===== src/bft_pkg.sv =====
// ----------------------------------------------------------------------------
// Boolean formula tokenizer package
// Token layout, queue sizing and token kind codes shared by the tokenizer.
// ----------------------------------------------------------------------------
package bft_pkg;

   localparam int QUEUE_DEPTH = 4;
   localparam int QPTR_WIDTH  = 2;

   localparam logic [3:0] KIND_VARIABLE = 4'd0;
   localparam logic [3:0] KIND_OPEN     = 4'd1;
   localparam logic [3:0] KIND_CLOSE    = 4'd2;
   localparam logic [3:0] KIND_NOT      = 4'd3;
   localparam logic [3:0] KIND_AND      = 4'd4;
   localparam logic [3:0] KIND_OR       = 4'd5;
   localparam logic [3:0] KIND_NAND     = 4'd6;
   localparam logic [3:0] KIND_NOR      = 4'd7;
   localparam logic [3:0] KIND_XOR      = 4'd8;
   localparam logic [3:0] KIND_UNKNOWN  = 4'd9;

   typedef logic [QPTR_WIDTH-1:0] qptr_type;
   typedef logic [QPTR_WIDTH:0]   qcount_type;

   typedef struct packed {
      logic [3:0]  kind;
      logic [15:0] start;
      logic [15:0] length;
      logic        last;
   } token_type;

   // Tokens produced by one byte: count is 0, 1 or 2, tok0 first.
   typedef struct packed {
      logic [1:0] count;
      token_type  tok0;
      token_type  tok1;
   } push_type;

endpackage


===== src/bft_lexer.sv =====
// ----------------------------------------------------------------------------
// Boolean formula tokenizer lexer
// Registers one input byte, updates the open-word state and produces the
// zero, one or two tokens that the byte completes.
// ----------------------------------------------------------------------------
module bft_lexer #(
   parameter int INDEX_WIDTH = 16
) (
   input  logic               clock,
   input  logic               reset,
   input  logic               req_tvalid,
   output logic               req_tready,
   input  logic [7:0]         req_tdata,
   input  logic               req_tlast,
   input  logic               room,
   output bft_pkg::push_type  push
);

   localparam int IW = INDEX_WIDTH;

   localparam logic [31:0] KW_OR   = {16'd0, "O", "R"};
   localparam logic [31:0] KW_NOT  = {8'd0, "N", "O", "T"};
   localparam logic [31:0] KW_AND  = {8'd0, "A", "N", "D"};
   localparam logic [31:0] KW_NOR  = {8'd0, "N", "O", "R"};
   localparam logic [31:0] KW_XOR  = {8'd0, "X", "O", "R"};
   localparam logic [31:0] KW_NAND = {"N", "A", "N", "D"};

   function automatic logic [15:0] to16(input logic [IW-1:0] v);
      logic [IW+15:0] w;
      w = {16'd0, v};
      return w[15:0];
   endfunction

   function automatic logic [3:0] word_kind(input logic [IW-1:0] len,
                                            input logic [31:0] kb);
      logic [3:0] k;
      k = bft_pkg::KIND_VARIABLE;
      if (len == IW'(2) && kb == KW_OR) begin
         k = bft_pkg::KIND_OR;
      end else if (len == IW'(3) && kb == KW_NOT) begin
         k = bft_pkg::KIND_NOT;
      end else if (len == IW'(3) && kb == KW_AND) begin
         k = bft_pkg::KIND_AND;
      end else if (len == IW'(3) && kb == KW_NOR) begin
         k = bft_pkg::KIND_NOR;
      end else if (len == IW'(3) && kb == KW_XOR) begin
         k = bft_pkg::KIND_XOR;
      end else if (len == IW'(4) && kb == KW_NAND) begin
         k = bft_pkg::KIND_NAND;
      end
      return k;
   endfunction

   logic          in_valid_ff, in_valid_in;
   logic [7:0]    char_ff;
   logic          last_ff;
   logic          fire;

   logic          in_word_ff, in_word_in;
   logic [IW-1:0] pos_ff, pos_in;
   logic [IW-1:0] wstart_ff, wstart_in;
   logic [IW-1:0] wlen_ff, wlen_in;
   logic [31:0]   kbuf_ff, kbuf_in;

   logic          delim, alnum, outside;
   logic [IW-1:0] len_inc;
   logic [31:0]   kb_shift;
   logic          word_emit, out_emit;
   bft_pkg::token_type word_tok, out_tok;

   assign fire        = in_valid_ff && room;
   assign req_tready  = !in_valid_ff || fire;
   assign in_valid_in = req_tready ? req_tvalid : in_valid_ff;

   always_ff @(posedge clock) begin
      if (reset) begin
         in_valid_ff <= 1'b0;
      end else begin
         in_valid_ff <= in_valid_in;
      end
      if (req_tvalid && req_tready) begin
         char_ff <= req_tdata;
         last_ff <= req_tlast;
      end
   end

   assign delim = char_ff == " " || char_ff == "(" || char_ff == ")" || char_ff == "!";
   assign alnum = (char_ff >= "0" && char_ff <= "9") || (char_ff >= "A" && char_ff <= "Z")
                  || (char_ff >= "a" && char_ff <= "z");
   assign len_inc  = (&wlen_ff) ? wlen_ff : wlen_ff + IW'(1);
   assign kb_shift = {kbuf_ff[23:0], char_ff};
   // A delimiter closing a word is then treated as a byte outside any word.
   assign outside  = !in_word_ff || delim;

   always_comb begin
      word_emit  = 1'b0;
      out_emit   = 1'b0;
      word_tok   = '0;
      out_tok    = '0;
      in_word_in = in_word_ff;
      wstart_in  = wstart_ff;
      wlen_in    = wlen_ff;
      kbuf_in    = kbuf_ff;

      if (in_word_ff && delim) begin
         word_emit       = 1'b1;
         word_tok.kind   = word_kind(wlen_ff, kbuf_ff);
         word_tok.start  = to16(wstart_ff);
         word_tok.length = to16(wlen_ff);
         in_word_in      = 1'b0;
      end else if (in_word_ff) begin
         wlen_in = len_inc;
         kbuf_in = kb_shift;
         if (last_ff) begin
            word_emit       = 1'b1;
            word_tok.kind   = word_kind(len_inc, kb_shift);
            word_tok.start  = to16(wstart_ff);
            word_tok.length = to16(len_inc);
         end
      end

      if (outside) begin
         out_tok.start  = to16(pos_ff);
         out_tok.length = 16'd1;
         priority if (char_ff == " ") begin
            out_emit = 1'b0;
         end else if (alnum) begin
            in_word_in   = 1'b1;
            wstart_in    = pos_ff;
            wlen_in      = IW'(1);
            kbuf_in      = {24'd0, char_ff};
            out_emit     = last_ff;
            out_tok.kind = bft_pkg::KIND_VARIABLE;
         end else if (char_ff == "(") begin
            out_emit     = 1'b1;
            out_tok.kind = bft_pkg::KIND_OPEN;
         end else if (char_ff == ")") begin
            out_emit     = 1'b1;
            out_tok.kind = bft_pkg::KIND_CLOSE;
         end else if (char_ff == "!") begin
            out_emit     = 1'b1;
            out_tok.kind = bft_pkg::KIND_NOT;
         end else begin
            out_emit     = 1'b1;
            out_tok.kind = bft_pkg::KIND_UNKNOWN;
         end
      end

      word_tok.last = !out_emit;
      out_tok.last  = 1'b1;
      if (last_ff) begin
         in_word_in = 1'b0;
      end
   end

   assign pos_in = last_ff ? '0 : pos_ff + IW'(1);

   always_comb begin
      push.count = 2'd0;
      push.tok0  = word_emit ? word_tok : out_tok;
      push.tok1  = out_tok;
      if (fire) begin
         push.count = {1'b0, word_emit} + {1'b0, out_emit};
      end
   end

   always_ff @(posedge clock) begin
      if (reset) begin
         in_word_ff <= 1'b0;
         pos_ff     <= '0;
         wstart_ff  <= '0;
         wlen_ff    <= '0;
         kbuf_ff    <= '0;
      end else if (fire) begin
         in_word_ff <= in_word_in;
         pos_ff     <= pos_in;
         wstart_ff  <= wstart_in;
         wlen_ff    <= wlen_in;
         kbuf_ff    <= kbuf_in;
      end
   end

endmodule


===== src/bft_queue.sv =====
// ----------------------------------------------------------------------------
// Boolean formula tokenizer output queue
// Four-entry token queue that takes up to two tokens per cycle and hands
// out one token per beat.
// ----------------------------------------------------------------------------
module bft_queue (
   input  logic                 clock,
   input  logic                 reset,
   input  bft_pkg::push_type    push,
   output logic                 room,
   output logic                 out_valid,
   input  logic                 out_ready,
   output bft_pkg::token_type   out_tok,
   output bft_pkg::qcount_type  count
);

   bft_pkg::token_type  q_ff [bft_pkg::QUEUE_DEPTH];
   bft_pkg::qptr_type   wr_ff, wr_in;
   bft_pkg::qptr_type   rd_ff, rd_in;
   bft_pkg::qcount_type count_ff, count_in;
   logic                pop;

   assign out_valid = count_ff != '0;
   assign out_tok   = q_ff[rd_ff];
   assign pop       = out_valid && out_ready;
   // Room for the worst case of two tokens from one byte.
   assign room      = count_ff <= bft_pkg::qcount_type'(bft_pkg::QUEUE_DEPTH - 2);
   assign count     = count_ff;

   assign wr_in    = wr_ff + bft_pkg::qptr_type'(push.count);
   assign rd_in    = rd_ff + bft_pkg::qptr_type'(pop);
   assign count_in = count_ff + bft_pkg::qcount_type'(push.count)
                     - bft_pkg::qcount_type'(pop);

   always_ff @(posedge clock) begin
      if (reset) begin
         wr_ff    <= '0;
         rd_ff    <= '0;
         count_ff <= '0;
      end else begin
         wr_ff    <= wr_in;
         rd_ff    <= rd_in;
         count_ff <= count_in;
      end
      if (push.count != 2'd0) begin
         q_ff[wr_ff] <= push.tok0;
      end
      if (push.count == 2'd2) begin
         q_ff[wr_ff + bft_pkg::qptr_type'(1)] <= push.tok1;
      end
   end

endmodule


===== src/boolean_formula_tokenizer_top.sv =====
// ----------------------------------------------------------------------------
// Boolean formula tokenizer top level
// Byte stream in, token stream out.
// ----------------------------------------------------------------------------
// One formula byte is taken per beat on req_ and tokens leave one per beat on
// rsp_. A byte can be accepted every cycle. A byte is held in the input
// register and decoded in the following cycle, and its tokens are written to
// the output queue at the end of that cycle if the queue has room, and are
// offered on rsp_ from that queue. A byte that closes a word and is itself a
// delimiter other than a space gives two tokens and so needs two output beats;
// a four-token queue between the decoder and rsp_ absorbs this, and the input
// stalls only while that queue holds more than two tokens. Token start and
// length are truncated to 16 bits, and byte indexes restart at zero after the
// last byte of each formula.
module boolean_formula_tokenizer_top #(
   parameter int INDEX_WIDTH = 16
) (
   input  logic        clock,
   input  logic        reset,
   input  logic        req_tvalid,
   output logic        req_tready,
   input  logic [7:0]  req_tdata,   // [7:0] char_byte
   input  logic        req_tlast,   // end_of_text
   output logic        rsp_tvalid,
   input  logic        rsp_tready,
   output logic [39:0] rsp_tdata,   // [3:0] token_kind, [19:4] token_start,
                                    // [35:20] token_length, [39:36] zero
   output logic        rsp_tlast    // last_of_run
);

   bft_pkg::push_type   push;
   bft_pkg::token_type  tok;
   bft_pkg::qcount_type q_count;
   logic                room;

   bft_lexer #(
      .INDEX_WIDTH (INDEX_WIDTH)
   ) u_lexer (
      .clock      (clock),
      .reset      (reset),
      .req_tvalid (req_tvalid),
      .req_tready (req_tready),
      .req_tdata  (req_tdata),
      .req_tlast  (req_tlast),
      .room       (room),
      .push       (push)
   );

   bft_queue u_queue (
      .clock     (clock),
      .reset     (reset),
      .push      (push),
      .room      (room),
      .out_valid (rsp_tvalid),
      .out_ready (rsp_tready),
      .out_tok   (tok),
      .count     (q_count)
   );

   assign rsp_tdata = {4'd0, tok.length, tok.start, tok.kind};
   assign rsp_tlast = tok.last;

`ifndef SYNTH
   a_queue_bound: assert property (@(posedge clock) disable iff (reset)
      q_count <= bft_pkg::qcount_type'(bft_pkg::QUEUE_DEPTH))
      else $error("token queue overflow");

   a_push_count: assert property (@(posedge clock) disable iff (reset)
      push.count != 2'd3)
      else $error("more than two tokens from one byte");

   a_pair_last: assert property (@(posedge clock) disable iff (reset)
      push.count == 2'd2 |-> push.tok1.last && !push.tok0.last)
      else $error("run marker on the wrong token of a pair");

   a_push_room: assert property (@(posedge clock) disable iff (reset)
      push.count != 2'd0 |-> room)
      else $error("tokens pushed without queue room");
`endif

endmodule

===== config.mk =====
export PLATFORM = sky130hd
export DESIGN_NAME = boolean_formula_tokenizer_top
export DESIGN_NICKNAME = d
export VERILOG_FILES = /design/src/bft_pkg.sv /design/src/bft_lexer.sv /design/src/bft_queue.sv /design/src/boolean_formula_tokenizer_top.sv
export SDC_FILE = /design/constraint.sdc
export NUM_CORES = 1
export LEC_CHECK = 0
export ABC_AREA = 1
export BUFFER_PORTS_ARGS = -buffer_cell sky130_fd_sc_hd__buf_2
export CORE_ASPECT_RATIO = 1.4
export CORE_MARGIN = 4
export CORE_UTILIZATION = 30
export DETAILED_ROUTE_END_ITERATION = 8
export GPL_ROUTABILITY_DRIVEN = 0
export GPL_TIMING_DRIVEN = 0
export PLACE_DENSITY_LB_ADDON = 0.15
export SLEW_MARGIN = 10
export SYNTH_ARGS = -nofsm -noshare
export SYNTH_HDL_FRONTEND = slang
export SYNTH_SLANG_ARGS = --single-unit

===== constraint.sdc =====
create_clock -name clock -period 8.95 [get_ports clock]
set_input_delay 0.895 -clock clock [delete_from_list [all_inputs] [get_ports clock]]
set_output_delay 0.895 -clock clock [all_outputs]
set_load 0.02 [all_outputs]

# ---- Yosys cells after proc, flatten, opt, wreduce, memory -nomap -nowiden
# Memory sizes are Yosys's and may differ from the RTL's. A register that Yosys moved wholly into a read port is not among the register bits.
# Index checks and enable logic that the tools add are counted.
dict set report word_totals {
  register_bits 98
  mem_bits_rw 148
  wordCells 135
  mem_count 1
}
# name depth word_bits read_ports rd_clocked_by_memory_dff write_ports line_no
set memory_table {}
lappend memory_table {u_queue.q_ff 4 37 1 1 2 bft_queue.sv:17} ;# bft_pkg::token_type q_ff [bft_pkg::QUEUE_DEPTH];
dict set report op_classes {
  addsub 8
  magnitude_cmp 7
  n_eq_ne 23
  mux 51
  bitwise 1
  n_reduce_logical 33
}
# op count
set ops {}
lappend ops {{$eq 32x23->1 const B} 8}
lappend ops {{$mux 32} 5}
lappend ops {{$mux 36} 4}
lappend ops {{$mux 16} 7}
lappend ops {{$eq 16x2->1 const B} 4}
lappend ops {{$eq 32x15->1 const B} 2}
lappend ops {{$eq 32x31->1 const B} 2}
lappend ops {{$mux 4} 15}
lappend ops {{$mux 37} 1}
lappend ops {{$add 16x1->16 const B} 2}
lappend ops {{$eq 16x3->1 const B} 2}
lappend ops {{$eq 8x6->1 const B} 4}
lappend ops {{$logic_and 1x1->1} 19}
lappend ops {{$ge 8x7->1 const B} 2}
lappend ops {{$le 8x7->1 const B} 2}
lappend ops {{$reduce_and 16->1} 1}
lappend ops {{$mux 1} 15}
lappend ops {{$ge 8x6->1 const B} 1}
lappend ops {{$le 8x6->1 const B} 1}
lappend ops {{$logic_or 1x1->1} 7}
lappend ops {{$mux 3} 2}
lappend ops {{$mux 2} 2}
lappend ops {{$reduce_and 4->1} 1}
lappend ops {{$add 3x2->3} 1}
lappend ops {{11 further kinds} 13}

# ---- Longest topological paths before layout
dict set report logic_depth {
  word_depth 14
  ltp_mapped 22
}

# ---- Modules after synthesis
# Synthesis repeated with hierarchy kept, for this count alone.
dict set report hier_totals {
  cells_unflattened 1615
  hier_area_um2 13148.9
}
# mod n_inst cells_each area_per_inst_um2 seq_area_each_um2
set by_module_without_submodules {}
lappend by_module_without_submodules {bft_queue 1 782 7734.9 4584.4}
lappend by_module_without_submodules {bft_lexer 1 828 5380.2 1911.8}
lappend by_module_without_submodules {boolean_formula_tokenizer_top 1 5 33.8 0.0}

# ---- Worst setup path after synthesis
# No wires, ideal clock.
dict set report synth_path {
  kind {register to register}
  start {register u_lexer.char_ff[4]}
  end {memory u_queue.q_ff[1][12] (netlist bit)}
  arrival_ps 3293
  setup_slack_ps 5526
  stages_incl_launch_ff 20
  path_buffers 2
  period_less_slack_ps 3424
  path_cell_list {edfxtp_1 inv_2 nand3_1 nor3_2 inv_1 nor2_2 nor2_1 inv_1 buf_2 ha_1 inv_1 nor2_1 inv_1 nor2_1 nand2_1 nand2_1 inv_1 buf_2 nand2_1 o21ai_0}
}
# item line_no
set synth_rtl {}
lappend synth_rtl {{start: declaration} bft_lexer.sv:55} ;# logic [7:0] char_ff;
lappend synth_rtl {{start signal: assignment} bft_lexer.sv:82} ;# char_ff <= req_tdata;
lappend synth_rtl {{end: declaration} bft_queue.sv:17}

==> results.ini <==
[timing]
clock.fmax_mhz=190
rsz0062_at_grt=no
min_period_ns=5.27
finalHoldViolations=0
worst_pin_slew_ns=1.15
relSlewSlack=0.234
fin_crit_sh=0.589
setup_viol=0
fin_hold_ws_ns=0.451
slew_viol_final=0
fin_skew_ns=0.0150
tns_ns=0

[logic_synthesis]
postSynthAreaPerCell_um2=7.86
synth_top_flop_cell=dfxtp_1
synth-seq-area-share=0.491
synth_edf_count=89
synth_cell_types=45
syn_area_um2=11800
synth_top_area_cell=dfxtp_1
syn_inst=1507
synth_top_area_share=0.265
yosysWarnings=0
synth_seq_cells=246
yosys-top-cells-area=dfxtp_1 27%, edfxtp_1 23%, nand2_1 8.8%
async_reset_ff_frac=0

[clock_network]
clkSlewWorstSetupHoldPaths_ns=0.06
hold_buffers=0
cts.sinks=246
postCtsResizedCells=0
cts-root-buf=clkbuf_16
cts_max_level=1
cts_setup_buffers=0
cts_buffers=27
clock_path_buffers=3
cts_tree=done
clock_latency_ns=0.55

[grt]
grt_pass1_vias=10500
antenna_found_initial=0
grt_max_degree=23
grt_usage=0.182
grt_overflow=0
grt_pass1_wl_um=60800

[floorplanning]
core_area_um2=38700
dieArea_um2=42800
row_count=85
die_h_um=243
initial_utilization=0.306
io_pins=56
die_x_um=176

[drt]
ant_nets=0
via_count=10900
routed_wl_um=40100
wl_per_cell_um=18.8
first_pass_iters=6
drtIter0Drc=892
drc=0
drt-vias-per-instance=5.10

[final_layout]
final_common_cell=nand2_1
nets=1614
final_cell_mix=279 x nand2_1, 168 x nor2_1, 159 x o21ai_0
drive_gt1_frac=0.0962
syn2layout_area_growth_pct=15.4
antennaDiodeCount=0

[worst_setup_path]
worst-setup-path-type=flop to flop
timing.rr.start=u_lexer.char_ff[4]
critPathLaunchType=flop
r2r_end=u_queue.q_ff[2][5]
worstSetupEndpointType=flop
rrSetupSlack_ns=3.68
cp.required_ns=9.36
arrival_ns=5.68
rr_worst_depth=19
critPathMaxFanout=22

[placement]
port_buffers=51
hpwl_um=29600

[power]
pwr-share-clk=0.357
combPwrFrac=0.255
power_frac_seq=0.389
p_sw_mw=1.10
power_density_nw_per_um2=234
p_int_mw=2.09
p_leak_nw=5.05
ir_drop_mv=0.139
swShare=0.344

[status]
status=finished clean

[hold_path]
hold_depth=2
hold_end=u_queue.q_ff[1][35]
hp-start=u_queue.q_ff[1][35]
min_path_type=flop to flop

[flow_run]
drv_cap=0

[worst max-delay path: stages, from the launching register on]
cell      delay (ns)
edfxtp_1        0.47
inv_2           0.15
nand3_1         0.19
nor3_2          0.25
inv_1           0.15
nor2_2          0.22
nor2_1          0.09
inv_1           0.08
buf_2           0.24
ha_1            0.18
inv_1           0.06
nor2_1          0.38
nor2_1          0.19
nor3_2          0.59
inv_1           0.26
nand2_1         0.90
inv_2           0.26
buf_2           0.31
nand2_1         0.09
o21ai_0         0.07
[final cells by class]
| type | instances | area, µm² |
|---|---|---|
| buffer | 77 | 333 |
| clock buffer | 37 | 746 |
| clock inverter | 13 | 148 |
| fill | 4173 | 25100 |
| inverter | 157 | 589 |
| multi-input combinational | 1030 | 5120 |
| sequential | 246 | 5820 |
| tap | 522 | 653 |
| timing repair buffer | 51 | 255 |
[state kept, by name (all words and copies together) (netlist names)]
register             flops
u_queue.q_ff           148
u_lexer.kbuf_ff         32
u_lexer.pos_ff          16
u_lexer.wlen_ff         16
u_lexer.wstart_ff       16
u_lexer.char_ff          8
u_queue.count            3
u_queue.rd_ff            2
u_queue.wr_ff            2
u_lexer.in_valid_ff      1
u_lexer.in_word_ff       1
u_lexer.last_ff          1
[power groups by stage]
stage,logic [mW],registers [mW],clock network [mW]
3_5_place_dp,0.827,1.27,0
2_1_floorplan,0.498,1.25,0
3_3_place_gp,0.827,1.26,0
5_1_grt,0.890,1.25,1.21
4_1_cts,0.830,1.24,1.17
6_report,0.812,1.24,1.14
[worst max path at each step]
stage	start	to	slack [ns]	depth (start not counted)
final	u_lexer.char_ff[4]	u_queue.q_ff[2][5]	3.68	19
after global routing	u_lexer.char_ff[4]	u_queue.q_ff[2][9]	3.29	20
after global placement	u_lexer.char_ff[4]	u_queue.q_ff[2][4]	3.66	20
after floorplan	u_lexer.char_ff[4]	u_queue.q_ff[1][12]	5.53	19
after detailed placement	u_lexer.char_ff[4]	u_queue.q_ff[2][3]	3.63	20
after CTS	u_lexer.char_ff[4]	u_queue.q_ff[2][8]	3.60	20
[per-layer routing]
layer / wire, µm / global-route usage / vias up
met5: 0 / 0 / -
met4: 1510 / 0.0711 / 0
met3: 2020 / 0.0213 / 82
met2: 20600 / 0.333 / 327
met1: 16000 / 0.215 / 5091
li1: - / - / 5373
[logic make-up after synthesis]
| logic type | synth area share |
|---|---|
| adder cells (fa/ha/maj) | 0.0123 |
| XOR/XNOR | 0.00296 |
| AND/OR/NAND/NOR | 0.218 |
| AO/OA/AOI/OAI | 0.198 |
| other | 0.000317 |
| flip-flops | 0.491 |
| buffers and inverters | 0.0779 |
[stage by stage]
| step | worst slack, ns | cells | utilization | power, mW | area, µm² |
|---|---|---|---|---|---|
| floorplan | 5.53 | 1510 | - | 1.75 | 11900 |
| global placement | 3.66 | 2083 | 0.330 | 2.09 | 12800 |
| global route | 3.29 | 2133 | 0.353 | 3.34 | 13700 |
| CTS | 3.60 | 2133 | 0.353 | 3.24 | 13700 |
| detailed placement | 3.63 | 2083 | 0.330 | 2.09 | 12800 |
| finish | 3.68 | 2133 | 0.353 | 3.19 | 13700 |
[synth_stat cells (4+ instances only)]
cell,number
inv_2,9
nand2_1,279
nand3_2,4
o21ai_0,159
nand4_1,30
a21oi_1,71
edfxtp_1,89
buf_4,5
ha_1,10
nor2_2,7
o22ai_1,128
buf_2,14
nor4_1,7
a22oi_1,16
nand2_2,8
a22o_1,12
nor2_1,168
nand3_1,53
o21ai_1,22
clkbuf_1,54
nor3_1,25
dfxtp_1,157
inv_1,147
No activity file was read; power rests on OpenSTA's default activity.
